--- config.mk ---
export PLATFORM = sky130hd
export DESIGN_NAME = slrl_queue
export DESIGN_NICKNAME = d
export VERILOG_FILES = /design/src/rtl/slrl_pkg.sv /design/src/rtl/slrl_queue.sv
export SDC_FILE = /design/constraint.sdc
export NUM_CORES = 1
export LEC_CHECK = 0
export BUFFER_PORTS_ARGS = -buffer_cell sky130_fd_sc_hd__buf_2
export CAP_MARGIN = 20
export CORE_ASPECT_RATIO = 1.75
export CORE_MARGIN = 10
export CORE_UTILIZATION = 25
export CTS_BUF_LIST = sky130_fd_sc_hd__clkbuf_8
export DETAILED_ROUTE_END_ITERATION = 10
export HOLD_SLACK_MARGIN = 0.03
export PLACE_DENSITY = 0.52
export SYNTH_ARGS = -nofsm -noshare
export SYNTH_HDL_FRONTEND = slang
export SYNTH_SLANG_ARGS = --single-unit
--- constraint.sdc ---
create_clock -name clk -period 14 [get_ports clk]
set_input_delay 2.1 -clock clk [delete_from_list [all_inputs] [get_ports clk]]
set_output_delay 2.1 -clock clk [all_outputs]
set_load 0.01 [all_outputs]
--- src/rtl/slrl_pkg.sv ---
// Shared types and constants for the sliding-log rate limiter.
package slrl_pkg;

  localparam int CLIENTS_DEF = 64;
  localparam int MAX_LOG_DEF = 128;

  localparam logic [7:0]  MAX_REQ_RST = 8'd100;
  localparam logic [11:0] WIN_S_RST   = 12'd60;

  localparam int WMS_W = 22;  // window in ms, 4095 * 1000 fits
  localparam logic [9:0] MS_PER_S = 10'd1000;

  // Reciprocal of 1000 scaled by 2^32, exact for dividends below 2^22.
  localparam logic [22:0] RECIP_1000 = 23'd4294968;
  localparam logic [48:0] RETRY_SAT_MS = 49'd4096000;
  localparam logic [11:0] RETRY_MAX = 12'd4095;
  localparam logic [11:0] RETRY_MIN = 12'd1;

  localparam logic CFG_MAX_REQUESTS   = 1'b0;
  localparam logic CFG_WINDOW_SECONDS = 1'b1;

  typedef struct packed {
    logic [7:0]       max_req;
    logic [WMS_W-1:0] win_ms;
    logic [47:0]      now_ms;
    logic [31:0]      client_addr;
  } req_t;

  typedef struct packed {
    logic        table_full;
    logic [11:0] retry_after_s;
    logic        allowed;
  } res_t;

  typedef enum logic [3:0] {
    ST_CLEAR,
    ST_IDLE,
    ST_SCAN,
    ST_RESOLVE,
    ST_POP_RD,
    ST_POP_CHK,
    ST_RT_MUL,
    ST_RT_FIN,
    ST_RESULT
  } back_state_t;

endpackage

--- src/rtl/slrl_queue.sv ---
// Two-entry queue carrying requests, with their limits, from the front to the back.
module slrl_queue (
  input  logic          clk,
  input  logic          rst_n,
  input  logic          push,
  input  slrl_pkg::req_t push_data,
  output logic          full,
  input  logic          pop,
  output logic          not_empty,
  output slrl_pkg::req_t pop_data
);
  import slrl_pkg::*;

  req_t       slot_r [2];
  logic       wr_ptr_r, wr_ptr_nxt;
  logic       rd_ptr_r, rd_ptr_nxt;
  logic [1:0] fill_r, fill_nxt;

  assign full      = (fill_r == 2'd2);
  assign not_empty = (fill_r != 2'd0);
  assign pop_data  = slot_r[rd_ptr_r];

  always_comb begin
    wr_ptr_nxt = push ? ~wr_ptr_r : wr_ptr_r;
    rd_ptr_nxt = pop ? ~rd_ptr_r : rd_ptr_r;
    fill_nxt   = fill_r + {1'b0, push} - {1'b0, pop};
  end

  always_ff @(posedge clk) begin
    if (!rst_n) begin
      wr_ptr_r <= 1'b0;
      rd_ptr_r <= 1'b0;
      fill_r   <= 2'd0;
    end else begin
      wr_ptr_r <= wr_ptr_nxt;
      rd_ptr_r <= rd_ptr_nxt;
      fill_r   <= fill_nxt;
    end
  end

  always_ff @(posedge clk) begin
    if (push) begin
      slot_r[wr_ptr_r] <= push_data;
    end
  end
endmodule

==> run_results.csv, run 1 <==
group,metric,value,unit
worst_setup_path,max_stage_delay,1.02,ns
clock_tree,root_buffer,"clkbuf_8",
route,wl_per_cell,19.2,microns
worst_setup_path,crit_chain,"buf_4 > mux2_2 > buf_2",
sta,slew_headroom,0.318,
placed_design,pre_cts_ws,9.58,ns
layout,fin_nets,733,
placed_design,portBuffers,225,
route,drt-total-wl,20.0,mm
yosys,yosys_warnings,0,
yosys,syn_area_per_cell,22.6,sq um
global_route,grt_use_total,0.0939,
route,drc,0,
clock_tree,clk_pin_slew_worst_paths,0.06,ns
yosys,ys.flop_type,"edfxtp_1",
floorplanning,die_area,40700,sq um
yosys,synth.most_common_cell,"edfxtp_1",
worst_setup_path,critPathSlowestCell,"dfxtp_4",
clock_tree,cts_made_buffers,35,
pwr,power_density,137,nW/um^2
sta,grt_setup_unrepaired,"false",
worst_setup_path,critPathLaunchType,"flop",
worst_setup_path,crit_buf_inv,2,
placed_design,place.gp.congestion,0.715,
sta,totalNegativeSetupSlack,0,ns
pwr,total_power,1410,uW
route,vias,4198,
yosys,synth.area.top_cells,"edfxtp_1, mux2_2, buf_6, dfxtp_1, and2_1",
floorplanning,rows,87,
pwr,leakagePower,0.00383,uW
status,outcome,"complete, no violations",
sta,hold_viol_final,0,
worst_setup_path,worstPathMaxFanout,68,
layout,utilization,0.319,
global_route,grt_max_degree,69,
floorplanning,die_w,157,microns
sta,setup_viol,0,
yosys,synthDistinctLibCells,13,
sta,period_needed,4.87,ns
worst_setup_path,arrival,2.77,ns
worst_setup_path,worstPathRequired,11.90,ns
yosys,syn_nets,479,
layout,design_area,10300,sq um
floorplanning,ios,226,
sta,maxSlewViolCount,0,
route,first_pass_iters,4,
sta,setup_ws,9.13,ns
sta,tightest_slew,1.02,ns
yosys,ys_seq_elements,225,
placed_design,placed_area,9740,sq um
clock_tree,cts_resized,0,
route,vias_per_cell,4.03,
floorplanning,start_util,0.254,
global_route,grt_pass1_vias,4666,
clock_tree,clock-sinks,225,
sta,period_share,0.348,
global_route,grt_pass1_wl,28.3,mm
floorplanning,die-height,260,microns
yosys,netlist.area_leader.share,0.805,
yosys,synthTopCellsByCount,"edfxtp_1, mux2_2, buf_6",
pwr,ir_worst_vdd,0.0744,mV
worst_setup_path,criticalPathCategory,"reg -> out",
global_route,grt-ovfl-total,0,
clock_tree,post_cts_buffers,0,
route,drt-initial-drc-count,164,
floorplanning,coreArea,32300,sq um
yosys,synthArstFlopShare,0,
worst_setup_path,crit_family,"flip-flops",
yosys,syn-instance-count,363,
yosys,ys_seq_area_frac,0.818,
placed_design,dp_hpwl,13.6,mm
yosys,synth-edff-count,220,
clock_tree,holdBufCountCts,0,
job,cap_viol_max_count,0,
sta,max_clock_freq,205,MHz
worst_hold_path,hp-class,"reg -> reg",
global_route,antenna_found_initial,6,
layout,drive_gt1_frac,0.596,
yosys,synth_area,8200,sq um
clock_tree,clk_latency,0.52,ns
yosys,synth_top_area_cell,"edfxtp_1",
clock_tree,cts_tree,"yes",
route,antenna_left,0,
sta,fin_skew,0.0237,ns
layout,area_delta_synth_final,25.9,%
layout,fillers,3168,
clock_tree,h-tree-depth,2,
worst_setup_path,cp-end-kind,"output port",
clock_tree,cts_buffer_depth,3,
worst paths after layout:
| check | cells after the start | slack, ns | start | to |
|---|---|---|---|---|
| setup / recovery | 3 | 9.13 | flop | pop_data[5] |
| hold / removal | 2 | 0.57 | rd_ptr_r | flop |
| setup reg to reg | 2 | 11.68 | wr_ptr_r | slot_r[1][17] |
| hold reg to reg | 2 | 0.57 | rd_ptr_r | flop |
layout by cell type, fill, tap and decap left out, drive strengths merged:
cell type / count
edfxtp: 220
dfxtp: 5
xnor3: 1
o21a: 1
nor2b: 4
diode: 2
inv: 11
clkbuf: 35
or2: 1
buf: 229
mux2: 110
and2: 4
clkinv: 14
xor2: 1
clkinvlp: 1
ha: 2
through the flow:
stage | hold slack, ns | std cells
after floorplan | 0.555 | 363
after global placement | 0.558 | 980
after detailed placement | 0.562 | 980
after CTS | 0.573 | 1039
after global routing | 0.598 | 1041
final | 0.569 | 1041
worst min-delay path: cells and delay by family (launching register included):
kind             cells  cell delay [ns]
XOR/XNOR             1             0.07
AND/OR/NAND/NOR      1             0.14
flip-flops           1             0.32
power breakdown:
| group | leakage, uW | internal (uW) | switching [uW] |
|---|---|---|---|
| Combinational | 0.00139 | 72.3 | 76.3 |
| Sequential | 0.00211 | 780 | 16.0 |
| Clock | 0.000326 | 232 | 238 |
| Total | 0.00383 | 1080 | 331 |
per-layer routing:
layer	vias to the layer above	routed length, microns	track usage
met5	-	33	0
met4	6	694	0.0482
met3	46	1500	0.0335
met2	143	11500	0.182
met1	2056	6240	0.0805
li1	1947	-	-
cell families after synthesis:
logic type,share of synthesized area
AOI/OAI and AO/OA,0.000916
xor gates and xnor gates,0.00381
adders and majority gates,0.00305
buffers and inverters,0.0166
DFF,0.818
muxes,0.151
and+or+nand+nor,0.00686
final cells by class:
type                       instances  area, sq um  area share
clock buffer                      35          482      0.0466
multi-input combinational        124         1370       0.133
timing repair buffer             229         1160       0.112
sequential                       225         6710       0.650
clock inverter                    24         96.3     0.00933
antenna                            2         5.00    0.000485
inverter                           2         7.51    0.000727
tap                              400          500      0.0485
state kept, by name (all words and copies together), names as in the netlist, named ones only:
signal / count
fill_r: 2
rd_ptr_r: 1
slot_r: 220
wr_ptr_r: 1
Power figures use the tool's default switching activity.
==> run 2, diff against run 1 <==
--- a/config.mk
+++ b/config.mk
@@ -5,6 +5,7 @@
 export SDC_FILE = /design/constraint.sdc
 export NUM_CORES = 1
 export LEC_CHECK = 0
+export ABC_AREA = 1
 export BUFFER_PORTS_ARGS = -buffer_cell sky130_fd_sc_hd__buf_2
 export CAP_MARGIN = 20
 export CORE_ASPECT_RATIO = 1.75
@@ -13,7 +14,7 @@
 export CTS_BUF_LIST = sky130_fd_sc_hd__clkbuf_8
 export DETAILED_ROUTE_END_ITERATION = 10
 export HOLD_SLACK_MARGIN = 0.03
-export PLACE_DENSITY = 0.52
+export PLACE_DENSITY = 0.53
 export SYNTH_ARGS = -nofsm -noshare
 export SYNTH_HDL_FRONTEND = slang
 export SYNTH_SLANG_ARGS = --single-unit
==> constraint.sdc (replaced) <==
create_clock -name clk -period 4.4 [get_ports clk]
set_input_delay 0.66 -clock clk [delete_from_list [all_inputs] [get_ports clk]]
set_output_delay 0.66 -clock clk [all_outputs]
set_load 0.01 [all_outputs]
==> run_results.csv, run 2 <==
group,metric,value,unit
status,outcome,"complete, no violations",
floorplanning,rows,90,
yosys,netlist.area_leader.share,0.763,
yosys,synth_top_area_cell,"edfxtp_1",
yosys,synthTopCellsByCount,"edfxtp_1, mux2_4, buf_12, mux2_2, nand2_1",
layout,design_area,10800,sq um
route,drt-initial-drc-count,169,
clock_tree,root_buffer,"clkbuf_8",
yosys,syn-instance-count,375,
route,drc,0,
floorplanning,die_w,161,microns
sta,period_needed,2.76,ns
sta,totalNegativeSetupSlack,0,ns
route,antenna_left,0,
sta,fin_skew,0.0140,ns
clock_tree,cts_buffer_depth,3,
layout,drive_gt1_frac,0.594,
route,vias_per_cell,3.87,
global_route,grt_use_total,0.0888,
clock_tree,h-tree-depth,2,
global_route,grt_max_degree,111,
route,first_pass_iters,4,
yosys,ys_seq_area_frac,0.774,
layout,largest_registers,"slot_r x220, fill_r x2",
yosys,synth_xor_area_frac,0,
clock_tree,clock-sinks,225,
yosys,synth_mux_area_frac,0.186,
sta,tightest_slew,0.931,ns
yosys,synth_compound_area_frac,0.000578,
yosys,synth-edff-count,220,
worst_hold_path,hp-class,"in -> reg",
route,drt-total-wl,19.8,mm
yosys,synthArstFlopShare,0,
yosys,synth.area.top_cells,"edfxtp_1, mux2_4, buf_12, mux2_2, dfxtp_1",
sta,slew_headroom,0.379,
clock_tree,clk_latency,0.52,ns
clock_tree,cts_resized,0,
worst_setup_path,arrival,2.10,ns
yosys,ys_seq_elements,225,
clock_tree,cts_tree,"yes",
layout,largest_reg_flops,220,
sta,max_clock_freq,362,MHz
layout,seq_area,6710,sq um
yosys,synth-simple-area-share,0.00794,
clock_tree,post_cts_buffers,0,
pwr,leakagePower,0.00424,uW
worst_setup_path,cp-end-kind,"output port",
floorplanning,die-height,266,microns
worst_setup_path,criticalPathCategory,"reg -> out",
yosys,synth_top_family_by_area,"multiplexers",
floorplanning,ios,226,
layout,fin_nets,746,
placed_design,place.gp.congestion,0.699,
placed_design,dp_hpwl,13.5,mm
layout,layout_commonest_cell,"buf_2",
sta,whs,0.326,ns
layout,top_register,"slot_r",
yosys,synthDistinctLibCells,13,
layout,multi_input_area,1720,sq um
clock_tree,clk_pin_slew_worst_paths,0.06,ns
yosys,synth.most_common_cell,"edfxtp_1",
sta,setup_viol,0,
pwr,power_density,421,nW/um^2
yosys,yosys_warnings,0,
sta,hold_viol_final,0,
floorplanning,coreArea,34300,sq um
yosys,syn_area_per_cell,23.1,sq um
sta,period_share,0.627,
global_route,antenna_found_initial,4,
worst_setup_path,critPathLaunchType,"flop",
worst_setup_path,worstPathMaxFanout,110,
yosys,synthAdderAreaFrac,0.00289,
sta,maxSlewViolCount,0,
pwr,ir_worst_vdd,0.254,mV
worst_setup_path,worstPathRequired,3.74,ns
placed_design,portBuffers,225,
yosys,syn_nets,491,
sta,grt_setup_unrepaired,"false",
clock_tree,cts_made_buffers,36,
global_route,grt_pass1_vias,4612,
floorplanning,start_util,0.252,
floorplanning,die_area,42800,sq um
layout,fillers,3348,
layout,area_delta_synth_final,24.7,%
yosys,synth_area,8660,sq um
yosys,ys.flop_type,"edfxtp_1",
route,vias,4285,
global_route,grt-ovfl-total,0,
route,wl_per_cell,17.9,microns
job,cap_viol_max_count,0,
worst_setup_path,rrSetupSlack,2.55,ns
clock_tree,holdBufCountCts,0,
placed_design,placed_area,10200,sq um
layout,layout_common_cells,"buf_2, edfxtp_1, mux2_4, clkbuf_8, inv_1",
global_route,grt_pass1_wl,28.8,mm
## run 2: area by class of cell
class / count / area share
antenna: 1 / 0.000232
clock buffer: 37 / 0.0472
clock inverter: 17 / 0.00649
inverter: 7 / 0.00267
multi-input combinational: 131 / 0.159
sequential: 225 / 0.621
tap: 460 / 0.0533
timing repair buffer: 229 / 0.109
## run 2: per-layer routing
layer,track usage,wire (microns),vias up
met4,0.0456,673,6
li1,-,-,1975
met2,0.174,11500,140
met5,0,28,-
met1,0.0772,6280,2125
met3,0.0291,1300,39
## run 2: per-stage QoR
stage / cells / worst slack, ns / utilization / total power [uW]
final: 1107 / 1.64 / 0.314 / 4540
after global routing: 1107 / 1.52 / 0.314 / 4770
after CTS: 1106 / 1.55 / 0.314 / 4660
after detailed placement: 1052 / 2.12 / 0.297 / 3090
after global placement: 1052 / 2.10 / 0.297 / 3080
after floorplan: 375 / 0.429 / - / 2880
## run 2: worst max-delay path: stages (launching register included)
cell and delay, ns:
dfxtp_4 0.35, buf_12 0.59, mux2_4 0.36, buf_2 0.14
## run 2: logic make-up after synthesis
group / Yosys count
and+or+nand+nor: 18
DFF: 225
adders and majority gates: 2
muxes: 110
buffers and inverters: 19
AOI/OAI and AO/OA: 1
## run 2: path summary, 6_finish.rpt
check,startpoint,endpoint,depth (start not counted)
setup / recovery,flop,pop_data[20],3
setup reg to reg,wr_ptr_r,slot_r[1][10],3
hold reg to reg,rd_ptr_r,flop,2
hold / removal,push_data[12],slot_r[1][12],1
## run 2: report_power, final
group          switching, uW  leakage (uW)  total, uW  internal [uW]
logic                    260       0.00180        510            250
registers               26.2       0.00211       2510           2480
clock network            753      0.000334       1520            768
total                   1040       0.00424       4540           3500
