File: config.mk
export PLATFORM = sky130hd
export DESIGN_NAME = slrl_front
export DESIGN_NICKNAME = d
export VERILOG_FILES = /design/src/rtl/slrl_pkg.sv /design/src/rtl/slrl_front.sv
export SDC_FILE = /design/constraint.sdc
export NUM_CORES = 1
export LEC_CHECK = 0
export BUFFER_PORTS_ARGS = -buffer_cell sky130_fd_sc_hd__buf_2
export CAP_MARGIN = 20
export CORE_ASPECT_RATIO = 0.9
export CORE_UTILIZATION = 45
export DETAILED_ROUTE_END_ITERATION = 10
export PLACE_DENSITY = 0.83
export SYNTH_ARGS = -nofsm -noshare
export SYNTH_HDL_FRONTEND = slang
export SYNTH_SLANG_ARGS = --single-unit
File: constraint.sdc
create_clock -name clk -period 4.85 [get_ports clk]
set_input_delay 0.485 -clock clk [delete_from_list [all_inputs] [get_ports clk]]
set_output_delay 0.485 -clock clk [all_outputs]
set_load 0.01 [all_outputs]
File: src/rtl/slrl_pkg.sv
// Shared types and constants for the sliding-log rate limiter.
package slrl_pkg;

  localparam int CLIENTS_DEF = 64;
  localparam int MAX_LOG_DEF = 128;

  localparam logic [7:0]  MAX_REQ_RST = 8'd100;
  localparam logic [11:0] WIN_S_RST   = 12'd60;

  localparam int WMS_W = 22;  // window in ms, 4095 * 1000 fits
  localparam logic [9:0] MS_PER_S = 10'd1000;

  // Reciprocal of 1000 scaled by 2^32, exact for dividends below 2^22.
  localparam logic [22:0] RECIP_1000 = 23'd4294968;
  localparam logic [48:0] RETRY_SAT_MS = 49'd4096000;
  localparam logic [11:0] RETRY_MAX = 12'd4095;
  localparam logic [11:0] RETRY_MIN = 12'd1;

  localparam logic CFG_MAX_REQUESTS   = 1'b0;
  localparam logic CFG_WINDOW_SECONDS = 1'b1;

  typedef struct packed {
    logic [7:0]       max_req;
    logic [WMS_W-1:0] win_ms;
    logic [47:0]      now_ms;
    logic [31:0]      client_addr;
  } req_t;

  typedef struct packed {
    logic        table_full;
    logic [11:0] retry_after_s;
    logic        allowed;
  } res_t;

  typedef enum logic [3:0] {
    ST_CLEAR,
    ST_IDLE,
    ST_SCAN,
    ST_RESOLVE,
    ST_POP_RD,
    ST_POP_CHK,
    ST_RT_MUL,
    ST_RT_FIN,
    ST_RESULT
  } back_state_t;

endpackage

File: src/rtl/slrl_front.sv
// Front end: configuration registers, request intake and tagging with the current limits.
module slrl_front (
  input  logic           clk,
  input  logic           rst_n,
  input  logic           cfg_valid,
  output logic           cfg_ready,
  input  logic           cfg_index,
  input  logic [11:0]    cfg_data,
  input  logic           in_tvalid,
  output logic           in_tready,
  input  logic [79:0]    in_tdata,
  input  logic           clearing,
  input  logic           q_full,
  output logic           q_push,
  output slrl_pkg::req_t q_data
);
  import slrl_pkg::*;

  logic [7:0]  max_req_r, max_req_nxt;
  logic [11:0] win_s_r, win_s_nxt;
  logic [21:0] win_prod;

  assign cfg_ready = 1'b1;
  assign in_tready = !q_full && !clearing;
  assign q_push    = in_tvalid && in_tready;

  // Window length in milliseconds is formed once per request here.
  assign win_prod = win_s_r * MS_PER_S;

  always_comb begin
    q_data.client_addr = in_tdata[31:0];
    q_data.now_ms      = in_tdata[79:32];
    q_data.win_ms      = win_prod[WMS_W-1:0];
    q_data.max_req     = max_req_r;
  end

  always_comb begin
    max_req_nxt = max_req_r;
    win_s_nxt   = win_s_r;
    if (cfg_valid && cfg_ready) begin
      case (cfg_index)
        CFG_MAX_REQUESTS:   max_req_nxt = cfg_data[7:0];
        CFG_WINDOW_SECONDS: win_s_nxt   = cfg_data;
        default:            max_req_nxt = max_req_r;
      endcase
    end
  end

  always_ff @(posedge clk) begin
    if (!rst_n) begin
      max_req_r <= MAX_REQ_RST;
      win_s_r   <= WIN_S_RST;
    end else begin
      max_req_r <= max_req_nxt;
      win_s_r   <= win_s_nxt;
    end
  end
endmodule

==> run summary, run 1 <==
Final Skew -> 0 ns
CP Launch Type -> flip-flop
Vias -> 2327
Global route overflow -> 0
CP max FO -> 6
Final worst path period share -> 0.963
Final setup vio count -> 0
Total Routing Usage GR -> 0.157
Worst vdd ir -> 0.184 mV
CP Data Required Time -> 4.37 ns
Clk Latency, worst-skew pair -> 0.25 ns
Least-Margin Pin Slew -> 0.567 ns
Power density over the cells -> 475 nW/um^2
Pin count of the biggest net entering global routing -> 21
M3 GR Usage -> 0.0385
Die area -> 8060 um^2
H-tree depth -> 1
Setup crit end kind -> output pin
Dpl cells -> 448
Fin. max-slew vios -> 0
Final Non-Filler Cells -> 452
P&R area growth vs syn -> -6.35%
Bufs on Longest Clock Path -> 2
DRT antenna net count -> 0
CTS tree -> done
Via/cell ratio -> 5.15
WP data arrival -> 4.18 ns
Initial antenna violation count -> 0
Fin crit period -> 4.67 ns
Final Hold Fails -> 0
Clock sinks -> 20
Outcome -> completed
1st-iter DRT viols -> 106
Site Rows -> 29
Initial Util -> 0.478
Crit path kind -> flip-flop to output pin
Drt total wl -> 6240 um
PortBufs -> 47
Max Cap Viol -> 0
Filler instances -> 720
CTS buffer count -> 3
Synthesized flop and latch total -> 20
Detail Placement HPWL -> 5370 um
Die width -> 94.5 um
# DRC -> 0
Switching power -> 0.773 mW
Wire per inst -> 13.8 um
Area of the core -> 7260 um^2
Number of global-route vias before repair -> 2401
Internal power -> 0.769 mW
Nets -> 543
M2 GR Usage -> 0.275
Post-synth top flop -> dfxtp_1
Final hold slack -> 0.463 ns
Total power -> 1.54 mW
Setup TNS -> 0 ns
Diodes inserted -> 0
Sequential area share after synthesis -> 0.115
RD Place Congestion -> 0.833
Ys async rst share -> 0
Die height -> 85.3 um
Synth Instances -> 400
First-pass GRT wire length -> 10400 um
IO Pins -> 212
Worst hold path class -> flip-flop to flip-flop
Hold_buf cts -> 0
Clock share of power -> 0.067
LEAKAGE -> 1.68 nW
Drt pass-1 iters -> 4
Clk root buf -> clkbuf_8
Layout cells sized above 1 -> 0.201
Net Sw Frac -> 0.502
GRT busiest layer -> met2
Max Freq -> 0.214 GHz
Clock slew at reported path FFs -> 0.07 ns
Sequential share of power -> 0.120
Gate power share -> 0.813
Yosys warning total -> 0
Mapped Avg Cell Area -> 8.67 um^2
Number of flops mapped to enable cells by yosys -> 0
Post-synth cell types -> 37
Relative slew slack -> 0.622
M1 GR Usage -> 0.186
Cell area after synthesis -> 3470 um^2
RSZ-0062 raised after global routing -> no
==> state kept, by name, summed over array words and instances (netlist names) <==
| register | flops |
|---|---|
| win_s_r | 12 |
| max_req_r | 8 |
==> per-layer routing <==
layer  wire length (um)  vias up
li1                   -     1098
met5                  0        -
met1               2520     1108
met3                411       34
met4                177        0
met2               3130       87
==> what timing repair did <==
item	in CTS	in global routing
setup endpoints to repair	3	9
pin swaps	0	6
gates cloned	0	0
buffers inserted	0	1
resized for setup	2	19
==> placed cells by master, fill, tap and decap left out, drive strengths merged, types with 3 or more instances in the layout <==
cell / count
fa: 38
nor3: 3
o21ai: 8
o211ai: 6
xor2: 7
xnor2: 7
a21o: 4
a21boi: 13
nor2: 4
conb: 4
and3: 3
inv: 56
a21oi: 15
buf: 49
dfxtp: 20
ha: 45
nand3: 8
nand2: 47
clkbuf: 3
==> cells in the mapped netlist, types with 3 or more instances <==
cell      count  area share
buf_4        86        0.19
nand3_1       8       0.012
o211ai_1      6       0.013
nor2_1        4      0.0043
ha_1         45        0.16
nand2_1      47       0.051
dfxtp_1      20        0.12
xnor2_1       7       0.018
o21ai_0       5      0.0072
clkbuf_1      6      0.0065
inv_1        56       0.061
buf_2         3      0.0043
and3_1        3      0.0054
fa_1         38        0.22
a21boi_0     13       0.028
a21o_1        4      0.0087
xor2_1        7       0.018
a21oi_1      15       0.022
==> area by class of cell <==
type,count,area [um^2],share of cell area
inverter,56,210,0.0647
sequential,20,413,0.127
clock buffer,3,41.3,0.0127
tap,93,116,0.0358
timing repair buffer,49,250,0.0771
multi-input combinational,231,2220,0.682
==> per-stage QoR <==
stage                     worst slack, ns  instance area [um^2]   util
after floorplan                     0.546                  3470      -
after global placement              0.331                  3150  0.434
after detailed placement            0.235                  3150  0.434
after CTS                         0.00331                  3190  0.440
after global routing              0.00353                  3250  0.447
final                               0.182                  3250  0.447
==> critical path, cell delays in order, from the launching register on <==
cell      delay (ns)
dfxtp_4         0.37
fa_1            0.56
inv_1           0.07
fa_1            0.54
inv_1           0.06
fa_1            0.55
fa_1            0.45
ha_4            0.32
o211ai_1        0.10
o21ai_2         0.24
a31oi_4         0.17
o21a_1          0.22
nor3_2          0.15
buf_2           0.14
==> cells by family after synthesis <==
logic type                 share of synthesized area
other                                        0.00217
buffers and inverters                          0.258
AOI/OAI and AO/OA                              0.111
and+or+nand+nor                               0.0909
xor gates and xnor gates                      0.0354
DFF                                            0.115
muxes                                        0.00577
adders and majority gates                      0.382
==> worst paths after layout <==
check / startpoint / to / slack (ns) / cells after the start
worst max-delay path: win_s_r[1] / q_data[99] / 0.18 / 13
worst min-delay path: max_req_r[6] / max_req_r[6] / 0.46 / 2
worst max register to register: win_s_r[10] / win_s_r[10] / 3.95 / 2
worst min register to register: max_req_r[6] / max_req_r[6] / 0.46 / 2
==> power groups by stage <==
stage	combinational, mW	sequential [mW]	clock, mW
floorplan	0.942	0.188	0
global placement	1.18	0.187	0
detailed placement	1.20	0.188	0
CTS	1.21	0.184	0.107
global route	1.40	0.186	0.115
finish	1.25	0.184	0.104
(Power assumes the default switching activity.)
==> inputs of run 2 (changes only) <==
PLACE_DENSITY = 0.94   (was 0.83)
==> run 2 against run 1 <==
Effect of this change: critical path depth fell by 1; largest cell class unchanged; critical endpoint is now q_data[101]; via count rose by 1.9%; flip-flop and latch count did not move; clock power rose by 4%; worst setup slack got worse by 0.080 ns; die area did not move; register-to-register slack barely moved; sequential power barely moved; clock-buffer cell count did not move; clock skew did not move; cell area rose by 0.12%; core utilization rose by 0.052 points.
==> run summary, run 2 (synthesized netlist as in run 1, its figures left out) <==
Internal power -> 0.781 mW
Drt pass-1 iters -> 4
Number of global-route vias before repair -> 2381
1st-iter DRT viols -> 145
Fin. max-slew vios -> 0
Setup crit end kind -> output pin
Most frequent cells in the layout -> inv_1, nand2_1, buf_2, ha_1, fa_1
Gate power share -> 0.814
Max Freq -> 0.211 GHz
Bufs on Longest Clock Path -> 2
Area of the core -> 7260 um^2
Crit path max-delay cell type -> fa_1
Final Skew -> 0 ns
LEAKAGE -> 1.68 nW
Clock sinks -> 20
First-pass GRT wire length -> 10900 um
PortBufs -> 47
Sequential share of power -> 0.118
Die width -> 94.5 um
Power density over the cells -> 485 nW/um^2
Final setup vio count -> 0
Pin count of the biggest net entering global routing -> 21
Design area -> 3250 um^2
Worst hold path class -> flip-flop to flip-flop
Final worst path period share -> 0.979
CP max stage delay -> 0.53 ns
Total power -> 1.58 mW
Clock share of power -> 0.068
Max Cap Viol -> 0
Hold Path End -> max_req_r[0]
Net Sw Frac -> 0.504
Hold Crit Depth -> 2
Dpl cells -> 447
FF-to-FF setup slack -> 3.94 ns
Nets -> 542
Drt total wl -> 6880 um
Layout cells sized above 1 -> 0.201
Worst vdd ir -> 0.215 mV
RD Place Congestion -> 0.836
Final Non-Filler Cells -> 451
Biggest register -> win_s_r
Global route overflow -> 0
Setup TNS -> 0 ns
Critical path buffer and inverter count -> 3
Least-Margin Pin Slew -> 0.583 ns
Filler instances -> 715
Clk Latency, worst-skew pair -> 0.25 ns
Relative slew slack -> 0.611
CP Data Required Time -> 4.37 ns
H-tree depth -> 1
Max reg flops -> 12
Critical R2R Launch -> win_s_r[11]
Via/cell ratio -> 5.26
Diodes inserted -> 0
Initial Util -> 0.478
Die height -> 85.3 um
DRT antenna net count -> 0
Largest regs -> win_s_r (12), max_req_r (8)
Wire per inst -> 15.3 um
Vias -> 2372
IO Pins -> 212
Most used cell, CP -> fa_1
Reg2reg end -> win_s_r[11]
P&R area growth vs syn -> -6.24%
CP Launch Type -> flip-flop
CTS tree -> done
Fin util -> 0.448
Site Rows -> 29
CTS buffer count -> 3
Crit-path cells -> inv_2, fa_1, fa_1, fa_1, fa_1, inv_1, ha_1, a21o_1, a31oi_4, o21a_1, xnor2_1, buf_2
Fin crit period -> 4.75 ns
CP max FO -> 6
Outcome -> completed
# DRC -> 0
Clk root buf -> clkbuf_8
Crit path kind -> flip-flop to output pin
Initial antenna violation count -> 0
Worst reg-to-reg path cell count -> 2
Total Routing Usage GR -> 0.170
Leading cell type in the layout, fill and taps excluded -> inv_1
Die area -> 8060 um^2
Switching power -> 0.795 mW
Hold_sp -> max_req_r[0]
Post-place instance area -> 3140 um^2
Clock slew at reported path FFs -> 0.07 ns
WP data arrival -> 4.26 ns
Critical path's top delay family -> adder cells
Detail Placement HPWL -> 5720 um
Final Hold Fails -> 0
-- run 2: cell types whose count changed in the layout (fill, tap and decap cells not counted), sizes merged --
cell,delta
buf,-1
-- run 2: power groups by stage --
stage	Sequential (mW)	Clock [mW]	Combinational (mW)
3_3_place_gp	0.188	0	1.17
5_1_grt	0.187	0.116	1.42
6_report	0.186	0.108	1.28
4_1_cts	0.185	0.111	1.21
2_1_floorplan	0.188	0	0.942
3_5_place_dp	0.189	0	1.21
-- run 2: final cells by class --
cell class	instances	area, um^2	share of cell area
Multi-Input combinational cell	231	2230	0.685
Sequential cell	20	413	0.127
Timing Repair Buffer	48	243	0.0747
Inverter	56	210	0.0647
Tap cell	93	116	0.0358
Clock buffer	3	41.3	0.0127
-- run 2: per-layer routing --
| metal | vias to the layer above | part of all wire | global-route usage |
|---|---|---|---|
| met5 | - | 0 | 0 |
| met4 | 0 | 0.053 | 0.101 |
| met3 | 38 | 0.077 | 0.0421 |
| met2 | 101 | 0.51 | 0.294 |
| met1 | 1136 | 0.37 | 0.187 |
| li1 | 1097 | - | - |
-- run 2: how the worst max path moves through the flow --
| stage | slack (ns) | depth (start not counted) | to | start |
|---|---|---|---|---|
| floorplan | 0.55 | 12 | q_data[98] | win_s_r[1] |
| global placement | 0.31 | 13 | q_data[99] | win_s_r[0] |
| detailed placement | 0.20 | 13 | q_data[98] | win_s_r[1] |
| CTS | 0.001 | 13 | q_data[98] | win_s_r[0] |
| global route | -0.04 | 12 | q_data[101] | win_s_r[4] |
| finish | 0.10 | 12 | q_data[101] | win_s_r[4] |
-- run 2: repair_timing --
action	CTS	global route
pin swaps	0	4
resized for setup	3	21
setup endpoints to repair	5	9
buffers inserted	0	1
hold buffers	0	0
-- run 2: worst reg2reg max path, cell delays in order, from the launching register on --
cell and delay, ns:
dfxtp_1 0.56, nand2_1 0.10, a21boi_0 0.18
-- run 2: stage by stage --
step           hold slack [ns]  setup WS (ns)
2_1_floorplan            0.488          0.546
3_3_place_gp             0.447          0.306
3_5_place_dp             0.451          0.202
4_1_cts                  0.467        0.00142
5_1_grt                  0.490        -0.0445
6_report                 0.463          0.101
==> inputs of run 3 (changes only) <==
CORE_ASPECT_RATIO = 0.8   (was 0.9)
==> run 3 against run 2 <==
Effect of this change: core utilization decreased by 0.083 points; total power increased by 5.3%; register-to-register slack got worse by 0.03 ns; final cell count increased by 3.3%; global-route usage decreased by 1.6 points; combinational power about the same; non-clock buffer count increased by 2; critical path type unchanged.
==> run summary, run 3 (synthesized netlist as in run 1, its figures left out) <==
Outcome -> completed
Register area -> 415 um^2
Final setup vio count -> 0
Max Cap Viol -> 0
Bufs on Longest Clock Path -> 2
DRT antenna net count -> 0
Filler instances -> 740
Number of global-route vias before repair -> 2326
Total Routing Usage GR -> 0.154
Max reg flops -> 12
Initial antenna violation count -> 0
CP Launch Type -> flip-flop
Final Non-Filler Cells -> 466
DP Worst Slack -> 0.228 ns
M3 GR Usage -> 0.0374
Worst reg-to-reg path cell count -> 2
Most frequent cells in the layout -> inv_1, nand2_1, buf_2, ha_1, fa_1
RD Place Congestion -> 0.839
P&R area growth vs syn -> -4.22%
Fin. max-slew vios -> 0
First-pass GRT wire length -> 10100 um
Site Rows -> 28
Multi-input gate area -> 2230 um^2
M1 GR Usage -> 0.187
Least-Margin Pin Slew -> 0.540 ns
# DRC -> 0
Worst vdd ir -> 0.228 mV
CTS buffer count -> 3
Clk root buf -> clkbuf_8
IO Pins -> 212
Hold Crit Depth -> 2
Fin crit period -> 4.65 ns
Max Freq -> 0.215 GHz
Die area -> 8060 um^2
Crit path from -> win_s_r[0]
Final worst path period share -> 0.958
LEAKAGE -> 1.70 nW
Largest regs -> win_s_r (12), max_req_r (8)
CP Data Required Time -> 4.37 ns
Final Skew -> 0 ns
Die height -> 80.5 um
PortBufs -> 47
Dpl cells -> 460
Via/cell ratio -> 5.04
Hold_buf cts -> 0
Relative slew slack -> 0.640
Layout cells sized above 1 -> 0.213
Pin count of the biggest net entering global routing -> 21
Setup ws final -> 0.204 ns
Clock slew at reported path FFs -> 0.08 ns
Wire per inst -> 13.7 um
M2 GR Usage -> 0.275
Area of the core -> 7430 um^2
CTS tree -> done
Drt pass-1 iters -> 4
GRT busiest layer -> met2
Nets -> 544
1st-iter DRT viols -> 66
Hold_sp -> max_req_r[3]
Clock sinks -> 20
WP data arrival -> 4.16 ns
H-tree depth -> 1
Power density over the cells -> 500 nW/um^2
Detail Placement HPWL -> 5370 um
Post-place instance area -> 3170 um^2
Drt total wl -> 6360 um
Setup TNS -> 0 ns
CP max FO -> 6
Diodes inserted -> 0
Initial Util -> 0.467
Setup crit end kind -> output pin
Final Hold Fails -> 0
Leading cell type in the layout, fill and taps excluded -> inv_1
Clk Latency, worst-skew pair -> 0.25 ns
Biggest register -> win_s_r
Global route overflow -> 0
Total power -> 1.66 mW
Die width -> 100 um
Crit path kind -> flip-flop to output pin
Vias -> 2347
Worst hold path class -> flip-flop to flip-flop
Design area -> 3320 um^2
Critical R2R Launch -> win_s_r[10]
-- run 3: critical path, stage by stage (launching register included) --
cell and delay (ns):
dfxtp_4 0.38, fa_1 0.57, inv_1 0.07, fa_1 0.53, inv_1 0.06, fa_1 0.54
fa_1 0.45, ha_4 0.30, o211ai_1 0.09, o21ai_2 0.23, a31oi_4 0.16, o21a_1 0.22
nor3_2 0.15, buf_2 0.14
-- run 3: metrics by stage --
stage          utilization  hold WS, ns
2_1_floorplan            -        0.488
3_3_place_gp         0.426        0.448
3_5_place_dp         0.426        0.455
4_1_cts              0.436        0.464
5_1_grt              0.447        0.474
6_report             0.447        0.461
-- run 3: timing repair --
item | CTS | global route
buffers inserted | 0 | 2
endpoints found under the setup margin | 6 | 9
pin swaps | 0 | 7
resized for setup | 3 | 24
-- run 3: final timing paths --
| check | end | slack, ns |
|---|---|---|
| worst max-delay path | q_data[99] | 0.20 |
| worst max register to register | win_s_r[10] | 3.91 |
| worst min-delay path | max_req_r[3] | 0.46 |
| worst min register to register | max_req_r[3] | 0.46 |
-- run 3: area by class of cell --
cell class | count | area share
multi-input combinational | 231 | 0.673
sequential | 20 | 0.125
clock inverter | 1 | 0.00904
inverter | 56 | 0.0633
clock buffer | 3 | 0.0124
tap | 105 | 0.0396
timing repair buffer | 50 | 0.0776
-- run 3: power breakdown --
group          leakage [nW]  switching, mW  internal [mW]  total [mW]
Sequential            0.166         0.0114          0.173       0.184
Combinational          1.50          0.744          0.567        1.31
Clock                0.0357         0.0546          0.110       0.165
-- run 3: layer usage --
layer / vias up / routed length [um]
met5: - / 0
li1: 1103 / -
met2: 83 / 3200
met3: 18 / 360
met1: 1143 / 2700
met4: 0 / 99
